<file path="config.mk">
export PLATFORM = sky130hd
export DESIGN_NAME = tlik_div
export DESIGN_NICKNAME = d
export VERILOG_FILES = /design/src/hw/rtl/tlik_pkg.sv /design/src/hw/rtl/tlik_div.sv
export SDC_FILE = /design/constraint.sdc
export NUM_CORES = 2
export LEC_CHECK = 0
export BUFFER_PORTS_ARGS = -buffer_cell sky130_fd_sc_hd__buf_2
export CORE_MARGIN = 3
export CORE_UTILIZATION = 66
export DETAILED_ROUTE_END_ITERATION = 8
export PLACE_DENSITY = 0.94
export REMOVE_ABC_BUFFERS = 1
export SKIP_LAST_GASP = 1
export SLEW_MARGIN = 25
export SYNTH_ARGS = -nofsm -noshare
export SYNTH_HDL_FRONTEND = slang
export SYNTH_SLANG_ARGS = --single-unit
</file>
<file path="constraint.sdc">
create_clock -name clock -period 10.9 [get_ports clock]
set_input_delay 1.635 -clock clock [delete_from_list [all_inputs] [get_ports clock]]
set_output_delay 1.635 -clock clock [all_outputs]
set_load 0.1 [all_outputs]
</file>
<file path="src/hw/rtl/tlik_pkg.sv">
// shared types, constants and the cordic angle table of the two-link ik unit
`timescale 1ns / 1ps
package tlik_pkg;

   localparam int COORD_W  = 16;
   localparam int LINK_W   = 14;
   localparam int ANGLE_W  = 16;
   localparam int CHOICE_W = 2;
   localparam int INDEX_W  = 2;

   localparam int SQ_W      = 32;              // x*x and y*y; d^2 takes one bit more
   localparam int LINK_SQ_W = 2 * LINK_W;      // l1*l1, l1*l2
   localparam int SUM_SQ_W  = 2 * (LINK_W + 1);
   localparam int NUM_W     = SQ_W + 2;
   localparam int DEN_W     = LINK_SQ_W + 1;   // 2*l1*l2
   localparam int DIV_BITS  = 14;
   localparam int CMAG_W    = DIV_BITS + 1;
   localparam int C_W       = CMAG_W + 1;
   localparam int RAD_W     = 2 * DIV_BITS + 1;
   localparam int SQRT_BITS = DIV_BITS + 1;
   localparam int CV_W      = 34;              // cordic vector width
   localparam int ZW        = 28;              // angle, degrees Q.16
   localparam int ROUND_SHIFT = 9;

   localparam int CORDIC_ITERATIONS = 16;
   localparam int ATAN_TABLE_LEN    = 24;
   localparam int CORDIC_STEPS =
      (CORDIC_ITERATIONS > ATAN_TABLE_LEN) ? ATAN_TABLE_LEN : CORDIC_ITERATIONS;

   localparam logic [CMAG_W-1:0] ONE_Q14 = CMAG_W'(16384);
   localparam logic [RAD_W-1:0]  ONE_SQ  = RAD_W'(268435456);
   localparam logic signed [ZW-1:0] DEG180 = ZW'(11796480);
   localparam logic signed [ZW-1:0] DEG360 = ZW'(23592960);
   localparam logic signed [ZW-1:0] DEG540 = ZW'(35389440);
   localparam logic signed [ZW-1:0] DEG720 = ZW'(47185920);

   localparam logic [CHOICE_W-1:0] CHOICE_UP   = 2'd1;
   localparam logic [CHOICE_W-1:0] CHOICE_DOWN = 2'd2;

   localparam logic [INDEX_W-1:0] REG_FIRST_LINK  = 2'd0;
   localparam logic [INDEX_W-1:0] REG_SECOND_LINK = 2'd1;
   localparam logic [INDEX_W-1:0] REG_SHOULDER    = 2'd2;
   localparam logic [INDEX_W-1:0] REG_ELBOW       = 2'd3;

   localparam logic [LINK_W-1:0]  FIRST_LINK_RESET  = 14'd3584;
   localparam logic [LINK_W-1:0]  SECOND_LINK_RESET = 14'd4506;
   localparam logic [ANGLE_W-1:0] SHOULDER_RESET    = 16'd1792;
   localparam logic [ANGLE_W-1:0] ELBOW_RESET       = 16'd3200;

   typedef enum logic [1:0] {
      STATUS_SOLVED    = 2'd0,
      STATUS_TOO_FAR   = 2'd1,
      STATUS_TOO_CLOSE = 2'd2
   } status_type;

   // what travels beside the arithmetic through the pipeline
   typedef struct packed {
      logic signed [COORD_W-1:0] x;
      logic signed [COORD_W-1:0] y;
      logic                      up;
      status_type                status;
      logic                      sat;
      logic                      neg;
      logic signed [C_W-1:0]     c;
   } item_type;

   // atan(2^-i) in degrees Q.16, rounded
   function automatic logic signed [ZW-1:0] atan_entry(input int idx);
      logic signed [ZW-1:0] val;
      case (idx)
         0: val = ZW'(2949120);
         1: val = ZW'(1740967);
         2: val = ZW'(919879);
         3: val = ZW'(466945);
         4: val = ZW'(234379);
         5: val = ZW'(117304);
         6: val = ZW'(58666);
         7: val = ZW'(29335);
         8: val = ZW'(14668);
         9: val = ZW'(7334);
         10: val = ZW'(3667);
         11: val = ZW'(1833);
         12: val = ZW'(917);
         13: val = ZW'(458);
         14: val = ZW'(229);
         15: val = ZW'(115);
         16: val = ZW'(57);
         17: val = ZW'(29);
         18: val = ZW'(14);
         19: val = ZW'(7);
         20: val = ZW'(4);
         21: val = ZW'(2);
         22: val = ZW'(1);
         default: val = '0;
      endcase
      return val;
   endfunction

endpackage

</file>
<file path="src/hw/rtl/tlik_div.sv">
// pipelined restoring divider for the elbow cosine fraction, one bit per stage
`timescale 1ns / 1ps
module tlik_div import tlik_pkg::*; (
   input  logic                clock,
   input  logic                reset,
   input  logic                in_valid,
   input  logic [DEN_W-1:0]    in_mag,
   input  logic [DEN_W-1:0]    in_den,
   input  item_type            in_side,
   output logic                out_valid,
   output logic [DIV_BITS-1:0] out_quot,
   output item_type            out_side
);

   logic [DIV_BITS-1:0] valid_ff;
   logic [DEN_W-1:0]    rem_ff  [DIV_BITS];
   logic [DIV_BITS-1:0] quot_ff [DIV_BITS];
   item_type            side_ff [DIV_BITS];

   for (genvar k = 0; k < DIV_BITS; k++) begin : g_stage
      logic                valid_prev;
      logic [DEN_W-1:0]    rem_prev;
      logic [DIV_BITS-1:0] quot_prev;
      item_type            side_prev;
      logic [DEN_W:0]      twice;
      logic                fits;
      logic [DEN_W-1:0]    rem_in;
      logic [DIV_BITS-1:0] quot_in;

      if (k == 0) begin : g_first
         assign valid_prev = in_valid;
         assign rem_prev   = in_mag;
         assign quot_prev  = '0;
         assign side_prev  = in_side;
      end else begin : g_next
         assign valid_prev = valid_ff[k-1];
         assign rem_prev   = rem_ff[k-1];
         assign quot_prev  = quot_ff[k-1];
         assign side_prev  = side_ff[k-1];
      end

      assign twice   = {rem_prev, 1'b0};
      assign fits    = twice >= {1'b0, in_den};
      assign rem_in  = fits ? DEN_W'(twice - {1'b0, in_den}) : twice[DEN_W-1:0];
      assign quot_in = {quot_prev[DIV_BITS-2:0], fits};

      always_ff @(posedge clock) begin
         if (reset) begin
            valid_ff[k] <= 1'b0;
         end else begin
            valid_ff[k] <= valid_prev;
         end
      end

      always_ff @(posedge clock) begin
         rem_ff[k]  <= rem_in;
         quot_ff[k] <= quot_in;
         side_ff[k] <= side_prev;
      end
   end

   assign out_valid = valid_ff[DIV_BITS-1];
   assign out_quot  = quot_ff[DIV_BITS-1];
   assign out_side  = side_ff[DIV_BITS-1];

endmodule

</file>
# [After elaboration in Yosys (flattened, before gate mapping)]
# Memory sizes are Yosys's and may differ from the RTL's.
# Index checks and enable logic that the tools add are counted.
[word_totals] regBits=14 ram_bits=1344 inputBits=114 n_memories=3
[classes] add_sub_neg=14 order_cmp=14 n_mux=14
[mem_list] memory="side_ff" words=14 width=53 read_ports=14 rd_ports_with_merged_regs=0 wr=14 line="tlik_div.sv:18" rtl="item_type side_ff [DIV_BITS];"
[mem_list] memory="rem_ff" words=14 width=29 read_ports=13 rd_ports_with_merged_regs=0 wr=14 line="tlik_div.sv:16" rtl="logic [DEN_W-1:0] rem_ff [DIV_BITS];"
[mem_list] memory="quot_ff" words=14 width=14 read_ports=14 rd_ports_with_merged_regs=0 wr=14 line="tlik_div.sv:17" rtl="logic [DIV_BITS-1:0] quot_ff [DIV_BITS];"
[ops] op="30-bit by 29-bit greater-or-equal comparator with 1-bit output" n=14
[ops] op="29-bit 2-to-1 mux" n=14
[ops] op="29-bit subtractor" n=14

# [Depth between registers and ports, before layout]
# An unclocked memory read counts as a cell.
[depth] word_depth=3 ltp_mapped=15 ltp_nobuf=12

# [Least setup slack after synthesis]
# Ideal clock, no wire load.
[synth_timing] kind="input to register" from="in in_den[1]" to="mem rem_ff[1][112] (netlist bit)" setup_time_ns=0.123 t_arrival_ns=4.969 required_time_ns=10.777 slack_ns=5.808 cell_stages=13 n_path_buf=2 cell_sequence="inv_1 fa_1 a211oi_1 o21ai_1 a31oi_2 o22ai_2 a2111oi_2 o41ai_2 a221oi_2 o21bai_1 buf_2 buf_6 mux2_1"
[synth_rtl] item="start, declared" line="tlik_div.sv:8" rtl="input logic [DEN_W-1:0] in_den,"
[synth_rtl] item="end, declared" line="tlik_div.sv:16"

==> results.ini <==
[final_layout]
drive_gt1_frac = 0.121
layout.nets = 5326
area_delta_synth_final_pct = 12.2
n_fill_cell = 4743
fin_cells = 5834

[logic_synthesis]
async_reset_ff_frac = 0
synth_top_area_frac = 0.517
postSynthAreaPerCell_um2 = 10.5
yosysTopAreaCell = dfxtp_1
synth-compound-area-share = 0.158
synth-simple-area-share = 0.0991
ys_warn_count = 0
ys.flop_type = dfxtp_1
synth_top_cells_by_area = dfxtp_1 (52%), ha_1 (11%), a21oi_1 (4.1%), xnor2_1 (3.7%), mux2_2 (3.6%)
synth.area.mux_share = 0.0364
syn_area_mm2 = 0.0479
synthAdderAreaFrac = 0.111
synth_common_cells = dfxtp_1 (1238), ha_1 (405), a21oi_1 (392)
postSynthCellCount = 4573
synth_seq_cells = 1238
synth-xor-area-share = 0.0589
synth_top_family_by_area = compound AO/OA/AOI/OAI gates
synth_edf_count = 0
synth.distinct_cells = 92
yosysSeqAreaShare = 0.517
yosysMostFrequentCell = dfxtp_1

[sta]
worst_slew_pin_slew_ns = 1.01
slew_headroom = 0.309
max_freq_mhz = 171
final_max_slew_viol_count = 0
clock_skew_ns = 0.0364
finalSetupViolCount = 0
fin_crit_ns = 5.84
period_share = 0.535
rsz0062_at_grt = no
hold_violations = 0
timing.setup.tns_ns = 0

[pwr]
internal-power_uw = 11400
p_seq_frac = 0.346
clock_power_share = 0.221
peakVddDrop_mv = 0.234
p_sw_frac = 0.371
p_leak_uw = 0.0237
pwr-share-comb = 0.433
powerDensity_mw_per_mm2 = 336
p_sw_uw = 6690

[hold_path]
hp-class = reg -> reg

[clock_network]
ctsHtreeMaxLevel = 3
cts.path.max_buffers = 3
cts_buffers = 113
cts-resized-gates = 0
clock-sinks = 1238
tritoncts = yes
hold_buffers = 0
post_cts_buffers = 0
clkSlewWorstSetupHoldPaths_ns = 0.06
clkLatencyLatePin_ns = 0.69
cts_root_buf = clkbuf_16

[detailed_routing]
wl_per_cell_um = 18.9
dr.first_iter.drc_count = 2601
wirelength_um = 110000
drc_errors = 0
vias = 34202
dr.pass1.iters = 6
viasPerCell = 5.86
ant_nets = 0

[critical_path]
endpoint_kind = flip-flop
crit_required_ns = 11.46
crit_arrival_ns = 6.39
start_kind = input port
criticalPathCategory = in -> reg
critPathMaxFanout = 45

[placement]
post-dp-hpwl_um = 74000
dp_cells = 5627
finalWeightedCongestion = 0.923
io_buffers = 181

[floorplan]
start_util = 0.668
die-area_mm2 = 0.0759
rows = 98
core_area_mm2 = 0.0717
ios = 182
fp.dieW_um = 275
die_y_um = 275

[global_route]
grt.total_usage = 0.284
grt_pass1_vias = 33877
antenna_found_initial = 1
grt_pass1_wl_um = 172000
grt_max_degree = 57
grt_overflow = 0

[run_status]
status = completed

[flow_run]
max_cap_viol_count = 0

## worst max-delay path, stage by stage
cell and delay [ns]:
buf_2 0.37, inv_2 0.47, fa_1 0.60, a21oi_1 0.26
o211ai_1 0.18, a21oi_1 0.25, or3_1 0.15, nand2_1 0.08
o41ai_1 0.79, a211o_1 0.29, nand3_2 0.70, mux2_2 0.57
## kinds of logic (layout without fill, tap and decap cells)
logic type | after synthesis | after routing
flops | 1238 | 1238
fa+ha+maj | 418 | 418
simple gates | 1002 | 1002
buf+inv | 235 | 544
compound gates | 1203 | 1203
other cells | 0 | 2
xor+xnor | 322 | 322
mux | 155 | 155
## final cells by class
cell class	instances	area (µm²)	area share
Clock inverter	45	612	0.0114
Inverter	127	477	0.00887
Clock buffer	158	3240	0.0602
Multi-Input combinational cell	3100	22300	0.414
Timing Repair Buffer	214	1190	0.0222
Tap cell	950	1190	0.0221
Antenna cell	2	5.00	0.0000931
Sequential cell	1238	24800	0.461
## sequential cells by signal, summed over array words and instances, names as in the netlist
signal and count:
rem_ff 377, out_valid 1, side_ff 742, quot_ff 105, g_stage.valid_prev 13
## worst paths after layout
check | end | startpoint | cells past startpoint | slack [ns]
worst max-delay path | rem_ff[0][90] | in_den[0] | 12 | 5.06
worst min-delay path | quot_ff[5][9] | quot_ff[4][22] | 0 | 0.30
worst max register to register | rem_ff[0][90] | rem_ff[0][58] | 10 | 6.75
worst min register to register | quot_ff[5][9] | quot_ff[4][22] | 0 | 0.30
## per-layer routing
metal / vias to the layer above / global-route usage / share of wire
li1: 16635 / - / -
met1: 15999 / 0.327 / 0.39
met2: 1176 / 0.505 / 0.50
met3: 392 / 0.0524 / 0.061
met4: 0 / 0.142 / 0.052
met5: - / 0 / 0
## placed cells by master, fill, tap and decap left out, types with 17 or more instances in the layout
cell       synthesis  layout
a211oi_1          29      29
a21o_1           173     173
clkbuf_8           0      24
nor2b_1           66      66
o21a_1            54      53
o31ai_1           19      19
a21oi_1          392     392
ha_1             405     405
buf_4              3      31
nand2b_1          47      47
and3_1            37      37
buf_2             19     181
clkbuf_1          82      21
xnor2_1          204     204
dfxtp_1         1238    1238
clkinv_2           0      20
clkbuf_16          0     113
nor2_1           273     273
mux2_2           152     152
nor3_1            32      32
o21ai_0          291     291
nand2_1          325     325
nand3_1           74      74
nand4_1           53      53
o21bai_1          53      50
inv_1            126     126
nor4_1            17      17
a31oi_1           28      28
xor2_1           118     118
## power groups by stage
stage / Sequential, µW / Clock (µW) / Combinational (µW)
6_report: 6250 / 3990 / 7810
5_1_grt: 6320 / 4230 / 8640
4_1_cts: 6240 / 4070 / 7660
3_5_place_dp: 6310 / 0 / 7540
3_3_place_gp: 6290 / 0 / 7260
2_1_floorplan: 6260 / 0 / 5950
## per-stage QoR
step | cell area, µm² | hold slack [ns] | setup WS [ns] | utilization | power, µW
2_1_floorplan | 47500 | 0.310 | 3.62 | - | 12200
3_3_place_gp | 49800 | 0.309 | 4.75 | 0.695 | 13600
3_5_place_dp | 49800 | 0.312 | 4.57 | 0.695 | 13900
4_1_cts | 53700 | 0.296 | 5.16 | 0.748 | 18000
5_1_grt | 53700 | 0.307 | 4.70 | 0.749 | 19200
6_report | 53700 | 0.299 | 5.06 | 0.749 | 18000
Note: power is estimated with default switching activity, not from simulation.
