--- config.mk ---
export PLATFORM = sky130hd
export DESIGN_NAME = tlik_sqrt
export DESIGN_NICKNAME = d
export VERILOG_FILES = /design/src/hw/rtl/tlik_pkg.sv /design/src/hw/rtl/tlik_sqrt.sv
export SDC_FILE = /design/constraint.sdc
export NUM_CORES = 1
export LEC_CHECK = 0
export ABC_AREA = 1
export BUFFER_PORTS_ARGS = -buffer_cell sky130_fd_sc_hd__buf_2
export CORE_UTILIZATION = 55
export CTS_CLUSTER_SIZE = 12
export DETAILED_ROUTE_END_ITERATION = 6
export PLACE_DENSITY_LB_ADDON = 0.15
export SLEW_MARGIN = 0
export SYNTH_ARGS = -nofsm -noshare
export SYNTH_HDL_FRONTEND = slang
export SYNTH_SLANG_ARGS = --single-unit
--- constraint.sdc ---
create_clock -name clock -period 2.3 [get_ports clock]
set_clock_uncertainty 0.1 [all_clocks]
set_input_delay 0.115 -clock clock [delete_from_list [all_inputs] [get_ports clock]]
set_output_delay 0.115 -clock clock [all_outputs]
set_load 0.03 [all_outputs]
--- src/hw/rtl/tlik_pkg.sv ---
// shared types, constants and the cordic angle table of the two-link ik unit
`timescale 1ns / 1ps
package tlik_pkg;

   localparam int COORD_W  = 16;
   localparam int LINK_W   = 14;
   localparam int ANGLE_W  = 16;
   localparam int CHOICE_W = 2;
   localparam int INDEX_W  = 2;

   localparam int SQ_W      = 32;              // x*x and y*y; d^2 takes one bit more
   localparam int LINK_SQ_W = 2 * LINK_W;      // l1*l1, l1*l2
   localparam int SUM_SQ_W  = 2 * (LINK_W + 1);
   localparam int NUM_W     = SQ_W + 2;
   localparam int DEN_W     = LINK_SQ_W + 1;   // 2*l1*l2
   localparam int DIV_BITS  = 14;
   localparam int CMAG_W    = DIV_BITS + 1;
   localparam int C_W       = CMAG_W + 1;
   localparam int RAD_W     = 2 * DIV_BITS + 1;
   localparam int SQRT_BITS = DIV_BITS + 1;
   localparam int CV_W      = 34;              // cordic vector width
   localparam int ZW        = 28;              // angle, degrees Q.16
   localparam int ROUND_SHIFT = 9;

   localparam int CORDIC_ITERATIONS = 16;
   localparam int ATAN_TABLE_LEN    = 24;
   localparam int CORDIC_STEPS =
      (CORDIC_ITERATIONS > ATAN_TABLE_LEN) ? ATAN_TABLE_LEN : CORDIC_ITERATIONS;

   localparam logic [CMAG_W-1:0] ONE_Q14 = CMAG_W'(16384);
   localparam logic [RAD_W-1:0]  ONE_SQ  = RAD_W'(268435456);
   localparam logic signed [ZW-1:0] DEG180 = ZW'(11796480);
   localparam logic signed [ZW-1:0] DEG360 = ZW'(23592960);
   localparam logic signed [ZW-1:0] DEG540 = ZW'(35389440);
   localparam logic signed [ZW-1:0] DEG720 = ZW'(47185920);

   localparam logic [CHOICE_W-1:0] CHOICE_UP   = 2'd1;
   localparam logic [CHOICE_W-1:0] CHOICE_DOWN = 2'd2;

   localparam logic [INDEX_W-1:0] REG_FIRST_LINK  = 2'd0;
   localparam logic [INDEX_W-1:0] REG_SECOND_LINK = 2'd1;
   localparam logic [INDEX_W-1:0] REG_SHOULDER    = 2'd2;
   localparam logic [INDEX_W-1:0] REG_ELBOW       = 2'd3;

   localparam logic [LINK_W-1:0]  FIRST_LINK_RESET  = 14'd3584;
   localparam logic [LINK_W-1:0]  SECOND_LINK_RESET = 14'd4506;
   localparam logic [ANGLE_W-1:0] SHOULDER_RESET    = 16'd1792;
   localparam logic [ANGLE_W-1:0] ELBOW_RESET       = 16'd3200;

   typedef enum logic [1:0] {
      STATUS_SOLVED    = 2'd0,
      STATUS_TOO_FAR   = 2'd1,
      STATUS_TOO_CLOSE = 2'd2
   } status_type;

   // what travels beside the arithmetic through the pipeline
   typedef struct packed {
      logic signed [COORD_W-1:0] x;
      logic signed [COORD_W-1:0] y;
      logic                      up;
      status_type                status;
      logic                      sat;
      logic                      neg;
      logic signed [C_W-1:0]     c;
   } item_type;

   // atan(2^-i) in degrees Q.16, rounded
   function automatic logic signed [ZW-1:0] atan_entry(input int idx);
      logic signed [ZW-1:0] val;
      case (idx)
         0: val = ZW'(2949120);
         1: val = ZW'(1740967);
         2: val = ZW'(919879);
         3: val = ZW'(466945);
         4: val = ZW'(234379);
         5: val = ZW'(117304);
         6: val = ZW'(58666);
         7: val = ZW'(29335);
         8: val = ZW'(14668);
         9: val = ZW'(7334);
         10: val = ZW'(3667);
         11: val = ZW'(1833);
         12: val = ZW'(917);
         13: val = ZW'(458);
         14: val = ZW'(229);
         15: val = ZW'(115);
         16: val = ZW'(57);
         17: val = ZW'(29);
         18: val = ZW'(14);
         19: val = ZW'(7);
         20: val = ZW'(4);
         21: val = ZW'(2);
         22: val = ZW'(1);
         default: val = '0;
      endcase
      return val;
   endfunction

endpackage

--- src/hw/rtl/tlik_sqrt.sv ---
// pipelined integer square root for the elbow sine, one root bit per stage
`timescale 1ns / 1ps
module tlik_sqrt import tlik_pkg::*; (
   input  logic                 clock,
   input  logic                 reset,
   input  logic                 in_valid,
   input  logic [RAD_W-1:0]     in_rad,
   input  item_type             in_side,
   output logic                 out_valid,
   output logic [SQRT_BITS-1:0] out_root,
   output item_type             out_side
);

   localparam int T_W = 2 * SQRT_BITS + 1;

   logic [SQRT_BITS-1:0] valid_ff;
   logic [RAD_W-1:0]     rem_ff  [SQRT_BITS];
   logic [SQRT_BITS-1:0] root_ff [SQRT_BITS];
   item_type             side_ff [SQRT_BITS];

   for (genvar k = 0; k < SQRT_BITS; k++) begin : g_stage
      localparam int B = SQRT_BITS - 1 - k;
      logic                 valid_prev;
      logic [RAD_W-1:0]     rem_prev;
      logic [SQRT_BITS-1:0] root_prev;
      item_type             side_prev;
      logic [T_W-1:0]       trial;
      logic                 fits;
      logic [RAD_W-1:0]     rem_in;
      logic [SQRT_BITS-1:0] root_in;

      if (k == 0) begin : g_first
         assign valid_prev = in_valid;
         assign rem_prev   = in_rad;
         assign root_prev  = '0;
         assign side_prev  = in_side;
      end else begin : g_next
         assign valid_prev = valid_ff[k-1];
         assign rem_prev   = rem_ff[k-1];
         assign root_prev  = root_ff[k-1];
         assign side_prev  = side_ff[k-1];
      end

      // (2r + 2^b) * 2^b with r holding only bits above b
      assign trial   = (T_W'(root_prev) << (B + 1)) | (T_W'(1) << (2 * B));
      assign fits    = trial <= T_W'(rem_prev);
      assign rem_in  = fits ? RAD_W'(T_W'(rem_prev) - trial) : rem_prev;
      assign root_in = fits ? (root_prev | (SQRT_BITS'(1) << B)) : root_prev;

      always_ff @(posedge clock) begin
         if (reset) begin
            valid_ff[k] <= 1'b0;
         end else begin
            valid_ff[k] <= valid_prev;
         end
      end

      always_ff @(posedge clock) begin
         rem_ff[k]  <= rem_in;
         root_ff[k] <= root_in;
         side_ff[k] <= side_prev;
      end
   end

   assign out_valid = valid_ff[SQRT_BITS-1];
   assign out_root  = root_ff[SQRT_BITS-1];
   assign out_side  = side_ff[SQRT_BITS-1];

endmodule

* After elaboration in Yosys (flattened, before gate mapping)
Memory sizes are Yosys's and may differ from the RTL's.
Index checks and enable logic that the tools add are counted.
** Cells by class
- Add/subtract/negate cells :: 15
- $lt $le $gt $ge :: 15
- Multiplexer cells :: 30
** Operators with widths (number)
- 29-bit 2-to-1 mux :: 15
- 16-bit by 29-bit less-or-equal comparator with 1-bit output :: 1
- 17-bit by 29-bit less-or-equal comparator with 1-bit output :: 1
- 18-bit by 29-bit less-or-equal comparator with 1-bit output :: 1
- 19-bit by 29-bit less-or-equal comparator with 1-bit output :: 1
- 20-bit by 29-bit less-or-equal comparator with 1-bit output :: 1
- 21-bit by 29-bit less-or-equal comparator with 1-bit output :: 1
- 22-bit by 29-bit less-or-equal comparator with 1-bit output :: 1
- 23-bit by 29-bit less-or-equal comparator with 1-bit output :: 1
- 24-bit by 29-bit less-or-equal comparator with 1-bit output :: 1
- 25-bit by 29-bit less-or-equal comparator with 1-bit output :: 1
- 26-bit by 29-bit less-or-equal comparator with 1-bit output :: 1
- 27-bit by 29-bit less-or-equal comparator with 1-bit output :: 1
- 28-bit by 29-bit less-or-equal comparator with 1-bit output :: 1
- 29-bit less-or-equal comparator :: 1
- 29-bit less-or-equal comparator (first input constant) :: 1
- 29-bit by 16-bit subtractor with 29-bit output :: 1
- 29-bit by 17-bit subtractor with 29-bit output :: 1
- 29-bit by 18-bit subtractor with 29-bit output :: 1
- 29-bit by 19-bit subtractor with 29-bit output :: 1
- 29-bit by 20-bit subtractor with 29-bit output :: 1
- 29-bit by 21-bit subtractor with 29-bit output :: 1
- 29-bit by 22-bit subtractor with 29-bit output :: 1
- 29-bit by 23-bit subtractor with 29-bit output :: 1
- 22 further kinds :: 22
** Word-level totals
- Register bits :: 15
- Bits in writable memories :: 1455
- Input port bits :: 85
- Output and inout bits :: 69
- Logic and storage cells :: 78
- Memories :: 3
** Memories
- side_ff :: depth 15, bits a word 53, read ports 15, clocked after memory_dff 0, write ports 15, line tlik_sqrt.sv:19 : item_type side_ff [SQRT_BITS];
- rem_ff :: depth 15, bits a word 29, read ports 14, clocked after memory_dff 0, write ports 15, line tlik_sqrt.sv:17 : logic [RAD_W-1:0] rem_ff [SQRT_BITS];
- root_ff :: depth 15, bits a word 15, read ports 15, clocked after memory_dff 0, write ports 15, line tlik_sqrt.sv:18 : logic [SQRT_BITS-1:0] root_ff [SQRT_BITS];

* Depth between registers and ports, before layout
An unclocked memory read counts as a cell.
- Depth after elaboration :: 3
- Depth in mapped cells :: 14
- Gate-level depth less buffers :: 14

* Least setup slack after synthesis
No wires, ideal clock.
- Kind :: register to register
- From :: memory root_ff[1][26] (netlist bit)
- To :: memory rem_ff[1][74] (netlist bit)
- Library setup time :: 112 ps
- Arrival :: 1598 ps
- Required time :: 2088 ps
- Setup slack :: 490 ps
- Cell stages (with the launch flop) :: 12
- Path buffers :: 1
- Clock period less this slack :: 1810 ps
- Cells stage by stage :: dfxtp_1 inv_1 ha_1 nand2_1 inv_1 a21oi_2 o21ai_0 nor2_2 nand2_2 buf_6 nand2_1 nand2_1
** RTL lines (line)
- start: declaration :: tlik_sqrt.sv:18
- end: declaration :: tlik_sqrt.sv:17

==> flow_summary.json <==
{
  "ios": 154,
  "cp-end-kind": "register",
  "wl_per_cell_um": 14.32,
  "cts_buffers": 134,
  "fin_crit_ns": 2.171,
  "worst-setup-path-type": "reg2reg",
  "antenna_found_initial": 0,
  "synth_seq_cells": 1336,
  "hp-class": "reg2reg",
  "drive_gt1_frac": 0.1041,
  "r2r_cells": 9,
  "synthCells": 4068,
  "drt_iter0_drc": 1399,
  "final_area_sq_um": 47940,
  "grtUsageMet2": 0.4015,
  "use_met3": 0.03932,
  "synth_area_per_cell_sq_um": 9.776,
  "firstDrtPassIters": 5,
  "yosysWarnings": 0,
  "die-area_sq_um": 73390,
  "core_sq_um": 71490,
  "place_area_sq_um": 42070,
  "grt_max_degree": 27,
  "hold_viol_final": 0,
  "final.fill_count": 5544,
  "finalSetupViolCount": 0,
  "dieWidth_um": 270.9,
  "worstHoldPathCells": 0,
  "port_buffers": 153,
  "grt_remaining_overflow": 0,
  "clockBufferDepth": 3,
  "start_util": 0.5563,
  "drc": 0,
  "fmax_ghz": 0.4607,
  "tightest_slew_ns": 0.5496,
  "clk_pin_slew_ns": 0.06,
  "met1_usage": 0.2657,
  "hpwl_mm": 55.55,
  "dr_total_vias": 25850,
  "cts_tree": "built",
  "routed_wl_mm": 79.79,
  "cp_max_fo": 5,
  "synthesis.nets": 4284,
  "max-vdd-ir-drop_mv": 0.9484,
  "cts-root-buf": "clkbuf_16",
  "min_period_over_period": 0.9438,
  "setup.worst_path.start_class": "register",
  "busiest_layer": "met2",
  "ys_seq_area_frac": 0.6725,
  "h-tree-depth": 4,
  "crit_required_ns": 2.82,
  "drv_cap": 0,
  "grt_pass1_wl_mm": 129.9,
  "yosys.cell_types.count": 42,
  "ant_nets": 0,
  "whs_ns": 0.1807,
  "slew_violations": 0,
  "grt_pass1_vias": 25982,
  "powerDensity_nw_per_um2": 1336,
  "mappedNetlistArea_sq_um": 39770,
  "place.gp.congestion": 0.9215,
  "die_h_um": 270.9,
  "cts.sinks": 1336,
  "nNetsFinal": 4790,
  "via_per_inst": 4.640,
  "slew_headroom": 0.6314,
  "num_rows": 98,
  "clkLatencyLatePin_ns": 0.71,
  "p_leak_nw": 23.04,
  "grt_usage": 0.2240,
  "status": "complete, no violations",
  "cp.arrival_ns": 2.69,
  "syn2layout_area_growth_pct": 20.54
}
[per-stage QoR]
stage | setup WS (ns) | TNS (ns) | std cells | power (mW) | util
final | 0.1292 | 0 | 5571 | 64.03 | 0.6706
after global routing | -0.002315 | -0.002315 | 5570 | 68.11 | 0.6706
after CTS | 0.01761 | 0 | 5570 | 64.44 | 0.6697
after detailed placement | -0.4168 | -4.007 | 5218 | 44.10 | 0.5885
after global placement | -0.3356 | -3.108 | 5218 | 44.04 | 0.5885
after floorplan | 0.4903 | 0 | 4068 | 39.19 | -
[synth_stat cells, drive strengths merged]
library cell	n	area (sq um)
nor2	372	1476
nand2	1062	4024
a21oi	110	644.4
nor3	25	130.1
conb	1	3.750
nand2b	1	6.260
xnor2	26	227.7
inv	542	2042
clkbuf	3	11.26
a21o	3	22.52
nor4	10	62.56
buf	22	197.7
o21bai	5	37.54
xor2	58	508.0
dfxtp	1336	26750
nand3	203	1039
ha	131	1639
nand4	43	269.0
nor2b	1	6.260
nand3b	23	172.7
o31ai	1	7.510
and3b	1	8.760
or2	7	43.79
o21ai	68	340.3
a211oi	5	37.54
o211ai	3	22.52
a21boi	6	45.04
[critical path, cell delays in order, from the launching register on]
cell,delay (ns)
dfxtp_1,0.54
inv_1,0.08
ha_1,0.30
nand3b_1,0.21
nor2_1,0.21
or2_2,0.24
nand2_1,0.09
nand2_1,0.06
nand2_1,0.06
a21oi_2,0.18
[layout make-up]
cell class                      instances  area [sq um]  area share
Sequential cell                      1336         26750      0.5579
Multi-Input combinational cell       2165         10830      0.2259
Clock buffer                          159          3538     0.07381
Timing Repair Buffer                  395          3035     0.06332
Inverter                              542          2059     0.04296
Tap cell                              950          1189     0.02480
Clock inverter                         23         535.5     0.01117
Antenna cell                            1         2.502  0.00005220
[placed cells by master (no fill, tap or decap), types with 18 or more instances in the layout]
cell type,n
a21oi_2,23
nand4_1,43
xnor2_1,26
nand3b_1,23
o21ai_0,58
dfxtp_1,1335
nand2_1,1045
ha_1,128
buf_2,153
clkbuf_16,135
nor2_1,348
nor3_1,24
buf_4,70
inv_1,535
nand3_1,200
nor2_2,18
dlygate4sd3_1,168
a21oi_1,85
xor2_1,58
[path summary, 6_finish.rpt]
kind,startpoint,end,slack [ns]
setup reg to reg,rem_ff[1][64],rem_ff[1][115],0.13
hold reg to reg,side_ff[0][94],side_ff[0][147],0.18
hold / removal,side_ff[0][94],side_ff[0][147],0.18
setup / recovery,rem_ff[1][64],rem_ff[1][115],0.13
[cell families after synthesis]
group / share of synthesized area
simple gates: 0.1820
flops: 0.6725
buf+inv: 0.05660
compound gates: 0.02910
fa+ha+maj: 0.04121
xor+xnor: 0.01850
other cells: 0.00009429
[per-layer routing]
metal / vias up / part of all wire
met3: 154 / 0.036
met1: 11704 / 0.43
li1: 13512 / -
met4: 0 / 0.027
met2: 480 / 0.50
met5: - / 0
[power by group]
part	switching [mW]	internal, mW
Sequential	2.03	26.3
Clock	8.64	11.4
Combinational	9.75	5.94
[sequential cells by signal (all words and copies together) (netlist names)]
signal,count
side_ff,795
g_stage.valid_prev,14
out_valid,1
rem_ff,406
root_ff,120
[timing repair]
item	in CTS	in global routing
resized for setup	4	23
pin swaps	1	1
setup endpoints to repair	17	97
buffers inserted	2	0
endpoints found under the hold margin	97	0
hold buffers	168	0
Note: power is estimated with default switching activity, not from simulation.
